--- src/rtl/lcdfe_pkg.sv ---
// lcdfe_pkg: constants, frame layout and interface structs for the light channel block
// used by every module of the block; depends on nothing
`default_nettype none

package lcdfe_pkg;

  // channel table geometry (table depth must be a power of two)
  localparam int unsigned ChannelsPerUnit = 32;
  localparam int unsigned UnitCount       = 32;
  localparam int unsigned TableDepth      = UnitCount * ChannelsPerUnit;
  localparam int unsigned IdxW            = $clog2(TableDepth);

  // decay divider widths
  localparam int unsigned DvdW = 31;
  localparam int unsigned DvsW = 16;

  // fixed point constants
  localparam logic [15:0] OneQ15      = 16'h8000;
  localparam logic [15:0] MinFade     = 16'd100;
  localparam logic [22:0] FullScale   = 23'd7208960;     // 220 * 32768
  localparam logic [29:0] FullScale99 = 30'd713687040;   // 99 * 220 * 32768
  localparam logic [14:0] Recip55     = 15'd19066;       // ceil(2^20 / 55)
  localparam logic [7:0]  LevelFull   = 8'h01;
  localparam logic [7:0]  LevelDark   = 8'hF0;
  localparam logic [7:0]  LevelBase   = 8'd30;

  // dimmer command bytes
  localparam logic [7:0] FrameHdr      = 8'h00;
  localparam logic [7:0] FrameCmd      = 8'h03;
  localparam logic [3:0] FrameChanFlag = 4'h8;
  localparam logic [7:0] FrameTail     = 8'h00;

  // byte positions within a command
  typedef logic [2:0] pos_t;
  localparam pos_t PosHdr   = 3'd0;
  localparam pos_t PosUnit  = 3'd1;
  localparam pos_t PosCmd   = 3'd2;
  localparam pos_t PosLevel = 3'd3;
  localparam pos_t PosChan  = 3'd4;
  localparam pos_t PosTail  = 3'd5;

  typedef struct packed {
    logic            start;
    logic [DvdW-1:0] dividend;
    logic [DvsW-1:0] divisor;
  } div_req_t;

  typedef struct packed {
    logic            done;
    logic [DvdW-1:0] quotient;
  } div_rsp_t;

  typedef struct packed {
    logic            rd_en;
    logic            wr_en;
    logic [IdxW-1:0] addr;
    logic [15:0]     wdata;
  } mem_req_t;

  typedef struct packed {
    logic [4:0] unit;
    logic [7:0] level;
    logic [3:0] chan_code;
  } frame_t;

endpackage

`default_nettype wire

--- src/rtl/lcdfe_div.sv ---
// lcdfe_div: restoring divider, one quotient bit per cycle
// depends on lcdfe_pkg for widths and request/response structs
`default_nettype none

module lcdfe_div (
  input  logic                clk_i,
  input  logic                rst_ni,
  input  lcdfe_pkg::div_req_t req_i,
  output lcdfe_pkg::div_rsp_t rsp_o
);
  import lcdfe_pkg::*;

  localparam int unsigned CntW = $clog2(DvdW);

  logic            busy_q, busy_d;
  logic            done_q, done_d;
  logic [CntW-1:0] cnt_q, cnt_d;
  logic [DvdW-1:0] dvd_q, dvd_d;   // dividend shifts out, quotient shifts in
  logic [DvsW-1:0] dvs_q, dvs_d;
  logic [DvsW-1:0] rem_q, rem_d;
  logic [DvsW:0]   rem_sh;
  logic [DvsW:0]   diff;
  logic            fits;

  assign rem_sh = {rem_q, dvd_q[DvdW-1]};
  assign diff   = rem_sh - {1'b0, dvs_q};
  assign fits   = ~diff[DvsW];

  always_comb begin
    busy_d = busy_q;
    done_d = 1'b0;
    cnt_d  = cnt_q;
    dvd_d  = dvd_q;
    dvs_d  = dvs_q;
    rem_d  = rem_q;
    if (req_i.start) begin
      busy_d = 1'b1;
      cnt_d  = '0;
      dvd_d  = req_i.dividend;
      dvs_d  = req_i.divisor;
      rem_d  = '0;
    end else if (busy_q) begin
      rem_d = fits ? diff[DvsW-1:0] : rem_sh[DvsW-1:0];
      dvd_d = {dvd_q[DvdW-2:0], fits};
      cnt_d = cnt_q + 1'b1;
      if (cnt_q == CntW'(DvdW - 1)) begin
        busy_d = 1'b0;
        done_d = 1'b1;
      end
    end
  end

  always_ff @(posedge clk_i or negedge rst_ni) begin
    if (!rst_ni) begin
      busy_q <= 1'b0;
      done_q <= 1'b0;
      cnt_q  <= '0;
    end else begin
      busy_q <= busy_d;
      done_q <= done_d;
      cnt_q  <= cnt_d;
    end
  end

  always_ff @(posedge clk_i) begin
    dvd_q <= dvd_d;
    dvs_q <= dvs_d;
    rem_q <= rem_d;
  end

  assign rsp_o.done     = done_q;
  assign rsp_o.quotient = dvd_q;

endmodule

`default_nettype wire

--- config.mk ---
export PLATFORM = sky130hd
export DESIGN_NAME = lcdfe_div
export DESIGN_NICKNAME = d
export VERILOG_FILES = /design/src/rtl/lcdfe_pkg.sv /design/src/rtl/lcdfe_div.sv
export SDC_FILE = /design/constraint.sdc
export NUM_CORES = 1
export LEC_CHECK = 0
export ABC_AREA = 1
export ABC_CLOCK_PERIOD_IN_PS = 6100
export BUFFER_PORTS_ARGS = -buffer_cell sky130_fd_sc_hd__buf_2
export CAP_MARGIN = 40
export CORE_MARGIN = 8
export CORE_UTILIZATION = 55
export CTS_BUF_LIST = sky130_fd_sc_hd__clkbuf_8
export CTS_CLUSTER_DIAMETER = 150
export DETAILED_ROUTE_END_ITERATION = 7
export PLACE_DENSITY = 0.89
export SLEW_MARGIN = 20
export SYNTH_ARGS = -nofsm -noshare
export SYNTH_HDL_FRONTEND = slang
export SYNTH_SLANG_ARGS = --single-unit
--- constraint.sdc ---
create_clock -name clk_i -period 6.1 [get_ports clk_i]
set_clock_uncertainty 0.05 [all_clocks]
set_input_delay 0.305 -clock clk_i [delete_from_list [all_inputs] [get_ports clk_i]]
set_output_delay 0.305 -clock clk_i [all_outputs]
set_load 0.05 [all_outputs]
* Yosys cells after proc, flatten, opt, wreduce, memory -nomap -nowiden
Cells that the tools add are included.
Storage, ports and cells: flip-flop bits (word level) 70, bits of input ports 50, output and inout bits 32, word-level logic and storage cells 22
Cells by class: add/sub/neg operators 2, equality and inequality tests 1, muxes and demuxes 11, bitwise logic cells 1, reduce and logical (&&, ||, !) cells 1
Operators by type and width (number):
- $mux 31 | 2
- $sub 17x16->17 | 1
- $mux 16 | 1
- $mux 5 | 2
- $mux 1 | 6
- $add 5x1->5 const B | 1
- $eq 5x5->1 const B | 1
- $reduce_bool 2->1 | 1
- $not 1->1 | 1

* Longest topological paths before layout
depth in word-level cells 4, depth in mapped cells 16, depth with buffers taken out 16

* Worst setup path after synthesis
Ideal clock, no wire load.
kind register to register, start point register dvd_q[30], end point register dvd_q[0], data pin, library setup time 0.270 ns, arrival 2.218 ns, required time 5.780 ns, setup slack 3.562 ns, stages on the path, launching flop included 15, buffers on the path 1, clock period less this slack 2.538 ns, cell sequence edfxtp_1 -> inv_1 -> ha_1 -> fa_1 -> inv_1 -> nand2_1 -> nand2_1 -> nand3_1 -> nand2_1 -> nand2_2 -> nand2_1 -> nand2_1 -> nand2_2 -> buf_6 -> o21ai_0
On the way: word-level cells in the longest chain between the ends 4
RTL lines:
- start: declaration | RTL line lcdfe_div.sv:18 | logic [DvdW-1:0] dvd_q, dvd_d;
- start signal: assignment | RTL line lcdfe_div.sv:66 | dvd_q <= dvd_d;
- $sub 17x16->17 | RTL line lcdfe_div.sv:26 | assign diff = rem_sh - {1'b0, dvs_q};
- $not 1->1 | RTL line lcdfe_div.sv:27 | assign fits = ~diff[DvsW];
- $mux 31 | RTL line lcdfe_div.sv:42 | end else if (busy_q) begin
- $mux 31 | RTL line lcdfe_div.sv:36 | if (req_i.start) begin
- net dvd_d[0] | RTL line lcdfe_div.sv:18
The timed path passes the listed nets, and every way through them passes these cells. The select of a mux whose other input is x is not followed. A chain may end at the register's enable or synchronous reset.

* Final worst setup path
start point register dvs_q[0], end point register rem_q[13]
On the way: word-level cells in the longest chain between the ends 2
RTL lines:
- start: declaration | RTL line lcdfe_div.sv:19 | logic [DvsW-1:0] dvs_q, dvs_d;
- start signal: assignment | RTL line lcdfe_div.sv:67 | dvs_q <= dvs_d;
- $sub 17x16->17 | RTL line lcdfe_div.sv:26
- $mux 16 | RTL line lcdfe_div.sv:43 | rem_d = fits ? diff[DvsW-1:0] : rem_sh[DvsW-1:0];
- end signal: assignment | RTL line lcdfe_div.sv:68 | rem_q <= rem_d;
- end: declaration | RTL line lcdfe_div.sv:20 | logic [DvsW-1:0] rem_q, rem_d;
Every way passes these cells.

==> run summary <==
outcome - finished clean
Final #Nets - 680
synth top area cells - edfxtp_1, nand2_1, inv_1
PortBufs - 81
global-route wire length before repair - 15.86 mm
Clk pin slew, worst setup/hold paths - 0.08 ns
Worst Path Max Fanout - 17
# DRC - 0
post-route ant nets - 0
setup violators final - 0
Hold WC Path Type - primary input to flip-flop
hold endpoint - dvs_q[11]
initial antenna violation count - 0
Final min period - 2.514 ns
Top Ports - 82
crit path kind - flip-flop to flip-flop
Hold Startpoint - req_i[11]
Worst Tran Pin Value - 0.7524 ns
Placeable Area - 7098 um2
Placed Cells - 698
#FFs+latches synth - 70
Warnings, synthesis - 0
Max Slew Vio Count - 0
crit share post-route - 0.4122
Setup TNS - 0 ns
Fmax - 397.7 MHz
most common cell after layout, fill and taps aside - nand2_1
Placer Congestion - 0.8840
CP endpoint kind - flip-flop
Reg-to-Reg Start - dvs_q[0]
Crit path arrival time - 2.71 ns
detailed placer's ending HPWL - 7.031 mm
crit path launch type - flip-flop
vias in the first global route - 3611
Worst-Skew Late Latency - 0.34 ns
max_slew headroom - 0.4979
WL final - 9.573 mm
reg2reg end - rem_q[13]
R2R setup slack - 3.59 ns
CTS tree - yes
Antenna diodes - 0
fill count - 562
root buf cell - clkbuf_8
critical path required time - 6.30 ns
Synth Net Count - 595
CTS max path bufs - 2
clock sinks - 70
Starting Density - 0.5577
GR Util All Layers - 0.1961
largest net degree at the start of global routing - 46
postcts setup bufs - 0
DR vias/cell - 5.022
Syn-to-layout area delta - 19.94%
die area - 10170 um2
Avg Cell Area, Syn - 7.526 um2
overflow left after global routing - 0
pwr dens - 402.9 nW/um2
row cnt - 31
unique cell type count in the Yosys netlist - 29
drt wl/cell - 13.39 um
RSZ-0062 raised after global routing - no
Reg2Reg Depth - 13
die span in y - 100.8 um
P_leak - 2.630 nW
vias after detailed routing - 3591
most frequent cells in the layout - nand2_1, inv_1, buf_2, edfxtp_1, nand3_1
Finished Layout Cells - 715
Layout Utilization - 0.6690
die width - 100.8 um
ratio of cells with drive above 1 in the final layout - 0.1769
H-tree depth - 3
register area share after synthesis - 0.4817
Worst Hold Path Cells - 1
number of buffers created by CTS - 9
Post-Syn Area - 3959 um2
drt pass-1 iters - 5
Mapped Cells - 526
count of endpoints failing hold in the final timing report - 0
Yosys top cell area share - 0.3565
initial DRC count - 270
area leader, netlist - edfxtp_1
number of max-cap violations - 0
VDD IR-drop max - 255.0 uV
-- repair_timing --
action                    CTS  global route
resized for setup           0             0
hold endpoints to repair    7             0
hold buffers                1             0
-- area by class of cell --
type                    count  area [um2]  area share
repair buffers             86       489.2      0.1030
multi-input cells         357        1663      0.3502
clock inverters             7       115.1     0.02424
clock buffers               9       123.9     0.02609
inverters                  87       326.6     0.06877
well taps                  99       123.9     0.02609
flip-flops and latches     70        1907      0.4016
-- worst max path at each step --
| stage | slack [ns] | to | from |
|---|---|---|---|
| 2_1_floorplan | 3.56 | dvd_q[0] | dvd_q[30] |
| 3_3_place_gp | 2.97 | dvd_q[21] | req_i[47] |
| 3_5_place_dp | 3.68 | rem_q[13] | dvs_q[0] |
| 4_1_cts | 3.66 | rem_q[6] | dvs_q[0] |
| 5_1_grt | 3.40 | rem_q[4] | dvd_q[30] |
| 6_report | 3.59 | rem_q[13] | dvs_q[0] |
-- where the power goes --
part           internal, mW  switching (mW)
logic                 0.269           0.551
clock network         0.270           0.177
registers             0.589          0.0569
total                  1.13           0.785
-- registers in the layout (all words and copies together) (netlist names) --
name    cells
busy_q      1
cnt_q       5
done_q      1
dvd_q      31
dvs_q      16
rem_q      16
-- critical path, cell delays in order, from the launching register on --
cell and delay, ns:
edfxtp_1 0.41, ha_1 0.23, fa_1 0.41, inv_1 0.07
nand2_1 0.05, nand2_1 0.13, nand3_1 0.08, nand2_1 0.14
nand2_2 0.08, nand2_1 0.08, nand2_1 0.06, nand2_2 0.29
nor2_1 0.11, o21ai_0 0.23
-- layer usage --
layer | GRT usage | up-vias | share of wire
met4 | 0.08605 | 0 | 0.018
met2 | 0.3276 | 163 | 0.49
met1 | 0.2319 | 1619 | 0.42
met3 | 0.05041 | 18 | 0.072
li1 | - | 1791 | -
met5 | 0 | - | 0
-- cells by family (layout without fill, tap and decap cells) --
kind of cell / count (synthesis) / in the layout / synth area share
fa+ha+maj: 19 / 19 / 0.06195
flops: 70 / 70 / 0.4817
compound gates: 20 / 20 / 0.02686
buf+inv: 99 / 189 / 0.09892
xor+xnor: 7 / 7 / 0.01549
simple gates: 311 / 311 / 0.3151
-- cell usage after synthesis, drive strengths merged --
master	count
nand4	5
xor2	3
clkinv	1
inv	86
dfrtp	7
nand2	251
o21ai	7
nor2	17
nand3	30
or2	2
clkbuf	7
edfxtp	47
buf	5
ha	18
and2	1
o31ai	1
fa	1
dfxtp	16
a21oi	12
nor3	4
xnor2	4
and3	1
-- metrics by stage --
stage	hold slack (ns)	cell area (um2)	setup slack (ns)	power [mW]
global placement	0.09156	4423	2.972	1.412
floorplan	-0.04059	3959	3.562	1.283
finish	0.08653	4748	3.586	1.913
detailed placement	0.09697	4499	3.677	1.449
global route	0.06398	4748	3.398	2.050
CTS	0.07043	4748	3.663	1.906
Power figures use the tool's default switching activity.
