`config.mk`:
```
export PLATFORM = sky130hd
export DESIGN_NAME = lcdfe_frm
export DESIGN_NICKNAME = d
export VERILOG_FILES = /design/src/rtl/lcdfe_pkg.sv /design/src/rtl/lcdfe_frm.sv
export SDC_FILE = /design/constraint.sdc
export NUM_CORES = 1
export LEC_CHECK = 0
export BUFFER_PORTS_ARGS = -buffer_cell sky130_fd_sc_hd__buf_4
export CORE_ASPECT_RATIO = 1.1
export CORE_MARGIN = 1
export CORE_UTILIZATION = 54
export CTS_BUF_LIST = sky130_fd_sc_hd__clkbuf_8
export DETAILED_ROUTE_END_ITERATION = 10
export PLACE_DENSITY = 0.89
export RECOVER_POWER = 100
export SYNTH_ARGS = -nofsm -noshare
export SYNTH_HDL_FRONTEND = slang
export SYNTH_SLANG_ARGS = --single-unit
```
`constraint.sdc`:
```
create_clock -name clk_i -period 3.78 [get_ports clk_i]
set_clock_uncertainty 0.05 [all_clocks]
set_input_delay 0 -clock clk_i [delete_from_list [all_inputs] [get_ports clk_i]]
set_output_delay 0 -clock clk_i [all_outputs]
set_load 0.03 [all_outputs]
```
`src/rtl/lcdfe_pkg.sv`:
```
// lcdfe_pkg: constants, frame layout and interface structs for the light channel block
// used by every module of the block; depends on nothing
`default_nettype none

package lcdfe_pkg;

  // channel table geometry (table depth must be a power of two)
  localparam int unsigned ChannelsPerUnit = 32;
  localparam int unsigned UnitCount       = 32;
  localparam int unsigned TableDepth      = UnitCount * ChannelsPerUnit;
  localparam int unsigned IdxW            = $clog2(TableDepth);

  // decay divider widths
  localparam int unsigned DvdW = 31;
  localparam int unsigned DvsW = 16;

  // fixed point constants
  localparam logic [15:0] OneQ15      = 16'h8000;
  localparam logic [15:0] MinFade     = 16'd100;
  localparam logic [22:0] FullScale   = 23'd7208960;     // 220 * 32768
  localparam logic [29:0] FullScale99 = 30'd713687040;   // 99 * 220 * 32768
  localparam logic [14:0] Recip55     = 15'd19066;       // ceil(2^20 / 55)
  localparam logic [7:0]  LevelFull   = 8'h01;
  localparam logic [7:0]  LevelDark   = 8'hF0;
  localparam logic [7:0]  LevelBase   = 8'd30;

  // dimmer command bytes
  localparam logic [7:0] FrameHdr      = 8'h00;
  localparam logic [7:0] FrameCmd      = 8'h03;
  localparam logic [3:0] FrameChanFlag = 4'h8;
  localparam logic [7:0] FrameTail     = 8'h00;

  // byte positions within a command
  typedef logic [2:0] pos_t;
  localparam pos_t PosHdr   = 3'd0;
  localparam pos_t PosUnit  = 3'd1;
  localparam pos_t PosCmd   = 3'd2;
  localparam pos_t PosLevel = 3'd3;
  localparam pos_t PosChan  = 3'd4;
  localparam pos_t PosTail  = 3'd5;

  typedef struct packed {
    logic            start;
    logic [DvdW-1:0] dividend;
    logic [DvsW-1:0] divisor;
  } div_req_t;

  typedef struct packed {
    logic            done;
    logic [DvdW-1:0] quotient;
  } div_rsp_t;

  typedef struct packed {
    logic            rd_en;
    logic            wr_en;
    logic [IdxW-1:0] addr;
    logic [15:0]     wdata;
  } mem_req_t;

  typedef struct packed {
    logic [4:0] unit;
    logic [7:0] level;
    logic [3:0] chan_code;
  } frame_t;

endpackage

`default_nettype wire

```
`src/rtl/lcdfe_frm.sv`:
```
// lcdfe_frm: output register holding one dimmer command and sending it byte by byte
// depends on lcdfe_pkg for frame layout
`default_nettype none

module lcdfe_frm (
  input  logic              clk_i,
  input  logic              rst_ni,
  input  logic              load_i,
  input  lcdfe_pkg::frame_t frame_i,
  output logic              free_o,
  output logic              out_valid_o,
  input  logic              out_ready_i,
  output logic [7:0]        frame_byte_o,
  output logic              frame_last_o
);
  import lcdfe_pkg::*;

  logic   valid_q;
  pos_t   pos_q;
  frame_t frm_q;

  always_ff @(posedge clk_i or negedge rst_ni) begin
    if (!rst_ni) begin
      valid_q <= 1'b0;
      pos_q   <= PosHdr;
    end else if (!valid_q) begin
      if (load_i) begin
        valid_q <= 1'b1;
        pos_q   <= PosHdr;
      end
    end else if (out_ready_i) begin
      if (pos_q == PosTail) begin
        valid_q <= 1'b0;
      end else begin
        pos_q <= pos_q + 1'b1;
      end
    end
  end

  always_ff @(posedge clk_i) begin
    if (load_i && !valid_q) begin
      frm_q <= frame_i;
    end
  end

  always_comb begin
    unique case (pos_q)
      PosHdr:   frame_byte_o = FrameHdr;
      PosUnit:  frame_byte_o = {3'b000, frm_q.unit};
      PosCmd:   frame_byte_o = FrameCmd;
      PosLevel: frame_byte_o = frm_q.level;
      PosChan:  frame_byte_o = {FrameChanFlag, frm_q.chan_code};
      default:  frame_byte_o = FrameTail;
    endcase
  end

  assign frame_last_o = (pos_q == PosTail);
  assign out_valid_o  = valid_q;
  assign free_o       = ~valid_q;

endmodule

`default_nettype wire

```
### After elaboration in Yosys (flattened, before gate mapping)

Index checks and enable logic that the tools add are counted.
W data, S select, Z words.

* eq/ne operators: 7
* $add $sub $neg: 1
* bitwise logic cells: 1
* mux-type cells: 9
* reductions and logical operators: 4

Operators by type and width (count)
* $pmux W8 S4: 1
* $mux W3: 4
* $eq A3 B2 Y1 const B: 2
* $eq A3 B3 Y1 const B: 2
* $mux W1: 4
* $ne A2 B2 Y1 const B: 2
* $add A3 B1 Y3 const B: 1
* $eq A3 B1 Y1 const B: 1
* $reduce_and A3 Y1: 1
* $reduce_bool A2 Y1: 1
* $logic_and A1 B1 Y1: 1
* $logic_not A1 Y1: 1
* $not A1 Y1: 1

* logic and storage cells: 27
* output and inout bits: 11
* bits of input ports: 21
* flip-flop bits (word level): 21

### Longest topological paths before layout

Gate-level depths: netlist (run 1).

* word-level depth: 4
* depth in mapped cells: 5
* depth with buffers taken out: 5

### Worst setup path after synthesis (run 1)

Ideal clock, no wire load.

* path kind: reg-to-reg
* from: register valid_q, in the netlist out_valid_o
* to: register frm_q[0] (netlist name), enable pin
* path slack: 2.257 ns
* required time: 3.361 ns
* cell stages (with the launch flop): 3
* arrival time: 1.104 ns
* buffers on the path: 0
* library setup time: 0.369 ns
* period minus slack after synthesis: 1.523 ns
* cell sequence: dfrtp_1 nand2b_1 inv_1

* word-level cells in the longest chain between the ends: 2

Ends and longest elaborated chain
* from (decl): line lcdfe_frm.sv:18 `logic valid_q;`
* from (signal assigned): line lcdfe_frm.sv:24 `valid_q <= 1'b0;`
* from (signal assigned): line lcdfe_frm.sv:28 `valid_q <= 1'b1;`
* from (signal assigned): line lcdfe_frm.sv:33 `valid_q <= 1'b0;`
* $logic_not A1 Y1: line lcdfe_frm.sv:41 `if (load_i && !valid_q) begin`
* $logic_and A1 B1 Y1: line lcdfe_frm.sv:41
* to (signal assigned): line lcdfe_frm.sv:42 `frm_q <= frame_i;`
* to (decl): line lcdfe_frm.sv:20 `frame_t frm_q;`

Every way passes these cells.
A chain may end at the register's enable or synchronous reset.

### Final worst setup path (run 1)

* from: register pos_q[1]
* to: output frame_byte_o[0]

* word-level cells in the longest chain between the ends: 2
* elaborated cells between the ends (all ways): 5
* those cells by class: eq/ne (4); mux (1)

Ends and longest elaborated chain
* from (decl): line lcdfe_frm.sv:19 `pos_t pos_q;`
* from (signal assigned): line lcdfe_frm.sv:25 `pos_q <= PosHdr;`
* from (signal assigned): line lcdfe_frm.sv:29 `pos_q <= PosHdr;`
* from (signal assigned): line lcdfe_frm.sv:35 `pos_q <= pos_q + 1'b1;`
* $eq A3 B3 Y1 (tied with other cells): line lcdfe_frm.sv:47 `unique case (pos_q)`
* $pmux W8 S4 (*): line lcdfe_frm.sv:47
* to (decl): line lcdfe_frm.sv:13 `output logic [7:0] frame_byte_o,`

Every way passes the cells marked *; elsewhere a longest branch is shown, timed or not.

==> results.txt, run 1 <==
Placed Instances -> 111
Post-synth ARST share -> 0.190
vias in the first global route -> 735
final setup vio count -> 0
maximum clock path buffer count -> 2
global-route wire length before repair -> 3320 um
global placement routability congestion -> 0.742
max-capacitance violation count -> 0
CTS sink cnt -> 21
Cell Pwr Density -> 663 nW/um^2
core region area -> 1580 sq um
global routing usage summed across all routing layers -> 0.289
number of antenna violations at the first check in global routing -> 0
most instantiated cells after synthesis -> edfxtp_1 (17), nand2_1 (7), ha_1 (5), inv_1 (5), dfrtp_1 (4)
type of the worst min-delay path -> input port to flip-flop
Data required, critical path -> 3.73 ns
Crit Path Max Fanout -> 5
half-perimeter wire length after placement -> 1140 um
worst-margin pin slew -> 0.634 ns
status -> finished, final reports clean
average vias per placed instance -> 5.68
number of distinct standard cells referenced by the synthesized netlist -> 23
fin crit period -> 2.07 ns
area of the die -> 1850 sq um
fin crit share -> 0.548
worst max-slew margin expressed relative to the limit -> 0.577
worst stage delay on the critical path -> 0.42 ns
synthesis-to-finish area growth -> 48.0%
iteration-0 DRC count of the detailed router -> 21
Filler Cell Count -> 81
number of nets in the final layout -> 144
number of synthesized register bits -> 21
syn nets -> 90
total congestion overflow -> 0
total inserted antenna cells -> 0
standard-cell rows -> 15
CP Class -> flip-flop to output port
leakage power figure -> 0.569 nW
width of the die -> 41.1 um
kind of capture point of the worst setup path -> output port
count of antenna-violating nets left after detailed routing -> 0
data arrival time of the critical path -> 2.02 ns
H-tree depth reported by CTS -> 1
TritonRoute pass-1 iters -> 5
critical path cell sequence -> inv_1 -> ha_1 -> nor2b_1 -> a221oi_1 -> nand2_1 -> clkbuf_1
warning count from the yosys run -> 0
number of buffers created by CTS -> 3
fraction of layout cells with a size suffix above 1 -> 0.205
post-detailed-routing wire length -> 2400 um
setup_tns -> 0 ns
pin count of the biggest net entering global routing -> 18
number of design rule violations left after detail routing -> 0
unrepaired setup endpoints after global routing -> false
initial standard-cell utilization of the core -> 0.575
clock latency of the later-clocked register in the worst-skew pair -> 0.26 ns
maximum VDD drop -> 0.466 mV
Via Count -> 761
number of hold violations in the final report -> 0
smallest hold slack -> 0.0207 ns
fmax -> 0.482 GHz
area share of the largest cell type after synthesis -> 0.563
Top FF cell, synth -> edfxtp_1
count of placed standard cells in the final layout, fillers left out -> 134
count of boundary I/O pins -> 32
cell types with the largest area share after synthesis -> edfxtp_1 (56%), dfrtp_1 (11%), ha_1 (6.9%)
number of slew-limit violations in the final report -> 0
Tot Pwr -> 890 uW
count of flip-flops with a built-in enable after synthesis -> 17
drt wl/cell -> 17.9 um
Die Y-Extent -> 45.0 um
Yosys top cell by area -> edfxtp_1
library cell used as clock root buffer -> clkbuf_8
count of input and output buffers -> 31
clock slew seen by the registers of the worst setup and hold paths -> 0.08 ns
Avg Inst Size Synth -> 14.2 sq um
gate count after technology mapping -> 64
Post-Syn Area -> 907 sq um
most instantiated library cell after synthesis -> edfxtp_1
Max stage delay cell, worst path -> dfrtp_1
portion of the post-synthesis area used by sequential elements -> 0.673
clock tree from TritonCTS -> yes
Startpoint Class -> flip-flop
placed cells by master (no fill, tap or decap), types with 3 or more instances in the layout:
master / count
buf_4: 4
clkbuf_1: 10
clkbuf_4: 17
clkbuf_8: 3
dfrtp_1: 4
dlygate4sd3_1: 19
edfxtp_1: 17
ha_1: 5
inv_1: 6
nand2_1: 7
nand3_1: 3
path summary, 6_finish.rpt:
path | slack [ns] | endpoint | cells past startpoint | startpoint
worst max-delay path | 1.71 | frame_byte_o[0] | 6 | pos_q[1]
worst min-delay path | 0.02 | pos_q[0] | 3 | out_ready_i
worst max register to register | 2.19 | frm_q[7] | 2 | out_valid_o
worst min register to register | 0.54 | pos_q[0] | 1 | pos_q[0]
max in group asynchronous | 3.46 | out_valid_o | 2 | rst_ni
min in group asynchronous | 0.04 | pos_q[1] | 2 | rst_ni
final cells by class:
type | instances | area, sq um | share of cell area
inverter | 5 | 18.8 | 0.0140
tap | 17 | 21.3 | 0.0158
sequential | 21 | 611 | 0.455
timing repair buffer | 50 | 385 | 0.287
clock buffer | 3 | 41.3 | 0.0308
clock inverter | 1 | 3.75 | 0.00280
multi-input combinational | 37 | 262 | 0.195
routing by layer:
layer / up-vias / wire [um] / track usage / share of wire
li1: 343 / - / - / -
met1: 366 / 946 / 0.372 / 0.39
met2: 50 / 1260 / 0.469 / 0.53
met3: 2 / 179 / 0.0591 / 0.075
met4: 0 / 14 / 0.107 / 0.0058
met5: - / 0 / 0 / 0
through the flow:
| step | area (sq um) | setup slack (ns) | utilization |
|---|---|---|---|
| after global routing | 1340 | 1.60 | 0.852 |
| after floorplan | 907 | 2.26 | - |
| after global placement | 1150 | 2.22 | 0.729 |
| final | 1340 | 1.71 | 0.852 |
| after detailed placement | 1150 | 2.19 | 0.729 |
| after CTS | 1390 | 1.91 | 0.879 |
report_power, final:
group	internal [mW]	leakage, nW	total, mW	switching (mW)
clock network	0.0724	0.0269	0.142	0.0701
logic	0.128	0.339	0.397	0.269
registers	0.303	0.203	0.351	0.0474
total	0.504	0.569	0.890	0.387
cell families after synthesis:
family,Yosys count,synth area share
AO/OA/AOI/OAI,12,0.0993
adder cells (fa/ha/maj),5,0.0690
buffers and inverters,6,0.0331
flip-flops,21,0.673
multiplexers,1,0.0110
AND/OR/NAND/NOR,19,0.115
registers in the layout, summed over array words and instances (netlist names):
| name | count |
|---|---|
| frm_q | 17 |
| out_valid_o | 1 |
| pos_q | 3 |
worst max-delay path, delay by kind of cell (launching register included):
family	cells	cell delay, ns
buffers and inverters	2	0.44
flip-flops	1	0.42
AND/OR/NAND/NOR	2	0.48
AO/OA/AOI/OAI	1	0.16
adder cells (fa/ha/maj)	1	0.26
what timing repair did:
item / 4_1_cts / 5_1_grt
hold buffers: 19 / 0
hold endpoints to repair: 23 / 0
setup buffers: 0 / 0
gates resized for setup: 0 / 0
Power figures use the tool's default switching activity.
==> inputs of run 2 (changes only) <==
--- a/config.mk
+++ b/config.mk
@@ -8,10 +8,10 @@
 export BUFFER_PORTS_ARGS = -buffer_cell sky130_fd_sc_hd__buf_4
 export CORE_ASPECT_RATIO = 1.1
 export CORE_MARGIN = 1
-export CORE_UTILIZATION = 54
+export CORE_UTILIZATION = 45
 export CTS_BUF_LIST = sky130_fd_sc_hd__clkbuf_8
 export DETAILED_ROUTE_END_ITERATION = 10
-export PLACE_DENSITY = 0.89
+export PLACE_DENSITY = 0.79
 export RECOVER_POWER = 100
 export SYNTH_ARGS = -nofsm -noshare
 export SYNTH_HDL_FRONTEND = slang
==> constraint.sdc (replaced) <==
create_clock -name clk_i -period 1.8 [get_ports clk_i]
set_clock_uncertainty 0.05 [all_clocks]
set_input_delay 0 -clock clk_i [delete_from_list [all_inputs] [get_ports clk_i]]
set_output_delay 0 -clock clk_i [all_outputs]
set_load 0.03 [all_outputs]
==> results.txt, run 2 (synthesis gave the netlist of run 1 again) <==
status -> finished, final reports clean
Bufs and invs on worst path -> 1
post-detailed-routing wire length -> 1970 um
post-CTS repair timing setup buffer count -> 0
count of boundary I/O pins -> 32
Hold Crit Depth -> 3
area of the die -> 2200 sq um
Die Y-Extent -> 49.1 um
number of design rule violations left after detail routing -> 0
width of the die -> 44.8 um
library cell used as clock root buffer -> clkbuf_8
vias in the first global route -> 686
area after detailed placement -> 1180 sq um
Tot Pwr -> 1.97 mW
number of nets in the final layout -> 146
Data required, critical path -> 1.75 ns
most common cell after layout, fill and taps aside -> dlygate4sd3_1
fin crit period -> 1.69 ns
Via Count -> 704
area of the multi-input gates -> 294 sq um
CP Class -> flip-flop to output port
count of input and output buffers -> 31
worst stage delay on the critical path -> 0.43 ns
iteration-0 DRC count of the detailed router -> 14
CTS sink cnt -> 21
number of buffers created by CTS -> 3
Filler Cell Count -> 124
Max stage delay cell, worst path -> dfrtp_1
leakage power figure -> 0.614 nW
Crit Path Max Fanout -> 8
worst-margin pin slew -> 0.362 ns
Crit path depth -> 5
sequential cell area -> 611 sq um
total congestion overflow -> 0
Startpoint Class -> flip-flop
H-tree depth reported by CTS -> 1
core region area -> 1840 sq um
fmax -> 0.593 GHz
average vias per placed instance -> 4.82
number of flip-flops in the largest register -> 17
clock slew seen by the registers of the worst setup and hold paths -> 0.07 ns
data arrival time of the critical path -> 1.64 ns
TritonRoute pass-1 iters -> 4
worst max-slew margin expressed relative to the limit -> 0.759
fin crit share -> 0.937
final setup vio count -> 0
number of slew-limit violations in the final report -> 0
pin count of the biggest net entering global routing -> 18
fraction of layout cells with a size suffix above 1 -> 0.336
count of antenna-violating nets left after detailed routing -> 0
total inserted antenna cells -> 0
maximum clock path buffer count -> 2
initial standard-cell utilization of the core -> 0.493
global placement routability congestion -> 0.806
Crit path max-delay family -> adder cells
maximum VDD drop -> 1.03 mV
Reg with most FFs -> frm_q
type of the worst min-delay path -> input port to flip-flop
number of hold violations in the final report -> 0
synthesis-to-finish area growth -> 57.5%
number of antenna violations at the first check in global routing -> 0
final non-filler cell area -> 1430 sq um
Cell Pwr Density -> 1380 nW/um^2
standard-cell rows -> 16
global-route wire length before repair -> 3130 um
drt wl/cell -> 13.5 um
kind of capture point of the worst setup path -> output port
global routing usage summed across all routing layers -> 0.205
depth of the worst register-to-register path -> 3
highest-count cells in the layout ignoring fill and taps -> dlygate4sd3_1 (19), edfxtp_1 (17), clkbuf_4 (17)
clock latency of the later-clocked register in the worst-skew pair -> 0.25 ns
max-capacitance violation count -> 0
clock tree from TritonCTS -> yes
critical path cell sequence -> ha_1 -> ha_4 -> a221oi_2 -> nand2_1 -> buf_4
run 2: cell count changes in the layout (fill, tap and decap cells not counted), sizes merged:
cell	before	now
clkbuf	30	23
buf	4	13
run 2: metal layers:
layer / wire [um] / up-vias / global-route usage
li1: - / 345 / -
met1: 799 / 327 / 0.249
met2: 1030 / 26 / 0.348
met3: 89 / 6 / 0.0407
met4: 46 / 0 / 0.0808
met5: 0 / - / 0
run 2: tightest hold or removal path, stage by stage:
cell and delay, ns:
buf_4 0.09, and3_1 0.15, o21ai_1 0.05
run 2: cell type report:
cell class	instances	share of cell area
Inverter	5	0.0131
Clock inverter	1	0.00263
Timing Repair Buffer	52	0.299
Multi-Input combinational cell	37	0.206
Sequential cell	21	0.427
Tap cell	27	0.0236
Clock buffer	3	0.0289
run 2: power by group:
group          switching, mW  internal (mW)  leakage, nW
combinational          0.582          0.395        0.384
clock                  0.143          0.152       0.0269
sequential            0.0625          0.636        0.203
run 2: per-stage QoR:
step | util | std cells | setup TNS [ns] | setup WS (ns) | hold WS [ns]
floorplan | - | 64 | 0 | 0.277 | -0.346
global placement | 0.639 | 123 | 0 | 0.316 | -0.249
detailed placement | 0.639 | 123 | 0 | 0.282 | -0.248
CTS | 0.768 | 146 | 0 | 0.0274 | 0.0189
global route | 0.776 | 146 | -0.00485 | -0.00485 | 0.0325
finish | 0.776 | 146 | 0 | 0.114 | 0.0257
run 2: path summary, 6_finish.rpt:
path	start	to	slack, ns
max in group asynchronous	rst_ni	out_valid_o	1.41
max	pos_q[0]	frame_byte_o[1]	0.11
max reg2reg	out_valid_o	frm_q[16]	0.48
min in group asynchronous	rst_ni	pos_q[0]	0.08
min	out_ready_i	out_valid_o	0.03
min reg2reg	pos_q[0]	pos_q[0]	0.51
run 2: repair_timing:
item                                   4_1_cts  5_1_grt
pin swaps                                    0        1
setup endpoints to repair                    1        2
hold buffers                                19        0
gates resized for setup                      1        5
endpoints found under the hold margin       22        0
==> inputs of run 3 (changes only) <==
--- a/config.mk
+++ b/config.mk
@@ -6,12 +6,14 @@
 export NUM_CORES = 1
 export LEC_CHECK = 0
 export BUFFER_PORTS_ARGS = -buffer_cell sky130_fd_sc_hd__buf_4
+export CELL_PAD_IN_SITES_DETAIL_PLACEMENT = 0
+export CELL_PAD_IN_SITES_GLOBAL_PLACEMENT = 1
 export CORE_ASPECT_RATIO = 1.1
 export CORE_MARGIN = 1
-export CORE_UTILIZATION = 45
+export CORE_UTILIZATION = 36
 export CTS_BUF_LIST = sky130_fd_sc_hd__clkbuf_8
 export DETAILED_ROUTE_END_ITERATION = 10
-export PLACE_DENSITY = 0.79
+export PLACE_DENSITY = 0.8
 export RECOVER_POWER = 100
 export SYNTH_ARGS = -nofsm -noshare
 export SYNTH_HDL_FRONTEND = slang
==> results.txt, run 3 (synthesis gave the netlist of run 1 again) <==
highest-count cells in the layout ignoring fill and taps -> dlygate4sd3_1 (19), edfxtp_1 (17), clkbuf_4 (17)
post-route core utilization -> 0.608
global placement routability congestion -> 0.680
clock slew seen by the registers of the worst setup and hold paths -> 0.08 ns
Reg with most FFs -> frm_q
number of nets in the final layout -> 146
Cell Pwr Density -> 1350 nW/um^2
Data required, critical path -> 1.75 ns
fin crit period -> 1.71 ns
post-detailed-routing wire length -> 1790 um
least setup slack across all paths after layout -> 0.0884 ns
number of flip-flops in the largest register -> 17
TritonRoute pass-1 iters -> 4
total congestion overflow -> 0
type of the worst min-delay path -> input port to flip-flop
worst max-slew margin expressed relative to the limit -> 0.721
standard-cell rows -> 18
number of slew-limit violations in the final report -> 0
library cell used as clock root buffer -> clkbuf_8
Crit path depth -> 5
drt wl/cell -> 12.0 um
width of the die -> 49.9 um
average vias per placed instance -> 4.63
area of the multi-input gates -> 287 sq um
count of boundary I/O pins -> 32
critical path cell sequence -> ha_1 -> ha_2 -> a221oi_2 -> nand2_1 -> buf_4
count of antenna-violating nets left after detailed routing -> 0
number of buffers created by CTS -> 3
clock tree from TritonCTS -> yes
Crit Path Max Fanout -> 8
final non-filler cell area -> 1410 sq um
H-tree depth reported by CTS -> 1
CP Class -> flip-flop to output port
total inserted antenna cells -> 0
pre-CTS setup slack -> 0.288 ns
setup slack of the most critical reg-to-reg path -> 0.31 ns
leakage power figure -> 0.603 nW
area after detailed placement -> 1180 sq um
Startpoint Class -> flip-flop
fraction of layout cells with a size suffix above 1 -> 0.319
Crit path max-delay family -> adder cells
status -> finished, final reports clean
sequential cell area -> 611 sq um
synthesis-to-finish area growth -> 55.4%
maximum clock path buffer count -> 2
Die Y-Extent -> 54.6 um
count of input and output buffers -> 31
most common cell after layout, fill and taps aside -> dlygate4sd3_1
data arrival time of the critical path -> 1.66 ns
Via Count -> 690
smallest hold slack -> 0.0180 ns
max-capacitance violation count -> 0
initial standard-cell utilization of the core -> 0.391
pin count of the biggest net entering global routing -> 18
Bufs and invs on worst path -> 1
global routing usage summed across all routing layers -> 0.142
number of design rule violations left after detail routing -> 0
global-route wire length before repair -> 2770 um
post-CTS repair timing setup buffer count -> 0
area of the die -> 2720 sq um
final setup vio count -> 0
depth of the worst register-to-register path -> 3
clock latency of the later-clocked register in the worst-skew pair -> 0.25 ns
Hold Crit Depth -> 3
number of hold violations in the final report -> 0
maximum VDD drop -> 0.728 mV
CTS sink cnt -> 21
core region area -> 2320 sq um
number of antenna violations at the first check in global routing -> 0
worst-margin pin slew -> 0.418 ns
worst stage delay on the critical path -> 0.43 ns
Filler Cell Count -> 176
kind of capture point of the worst setup path -> output port
Tot Pwr -> 1.91 mW
vias in the first global route -> 663
iteration-0 DRC count of the detailed router -> 8
half-perimeter wire length after placement -> 1210 um
Max stage delay cell, worst path -> dfrtp_1
fin crit share -> 0.951
fmax -> 0.584 GHz
-- run 3: metrics by stage --
stage               cells   TNS, ns
floorplan              64         0
global placement      126         0
detailed placement    126         0
CTS                   149         0
global route          149  -0.00611
finish                149         0
-- run 3: final cells by class --
| cell class | instances | area share |
|---|---|---|
| multi-input combinational | 37 | 0.203 |
| clock inverter | 1 | 0.00355 |
| tap | 30 | 0.0266 |
| clock buffer | 3 | 0.0293 |
| sequential | 21 | 0.433 |
| timing repair buffer | 52 | 0.291 |
| inverter | 5 | 0.0133 |
-- run 3: per-layer routing --
| layer | share of wire | up-vias | track usage |
|---|---|---|---|
| met2 | 0.56 | 14 | 0.264 |
| met1 | 0.41 | 326 | 0.160 |
| li1 | - | 348 | - |
| met5 | 0 | - | 0 |
| met4 | 0.011 | 0 | 0.0857 |
| met3 | 0.015 | 2 | 0.0167 |
-- run 3: where the power goes --
part | switching (mW) | total, mW | internal [mW] | leakage (nW)
registers | 0.0603 | 0.697 | 0.637 | 0.203
logic | 0.560 | 0.906 | 0.347 | 0.374
clock network | 0.149 | 0.303 | 0.154 | 0.0255
total | 0.769 | 1.91 | 1.14 | 0.603
-- run 3: repair_timing --
| action | 4_1_cts | 5_1_grt |
|---|---|---|
| gates resized for setup | 0 | 5 |
| setup endpoints to repair | 0 | 3 |
| hold buffers | 19 | 0 |
| endpoints found under the hold margin | 22 | 0 |
-- run 3: path summary, 6_finish.rpt --
kind	start	end
worst min register to register	pos_q[0]	pos_q[0]
min in group asynchronous	rst_ni	pos_q[2]
max in group asynchronous	rst_ni	pos_q[1]
worst max-delay path	pos_q[0]	frame_byte_o[0]
worst min-delay path	out_ready_i	pos_q[0]
worst max register to register	out_valid_o	frm_q[16]
-- run 3: worst register-to-register path: cells and delay by family (launching register included) --
| kind | cells | cell delay [ns] |
|---|---|---|
| buffers and inverters | 2 | 0.44 |
| flip-flops | 1 | 0.43 |
| AND/OR/NAND/NOR | 1 | 0.23 |
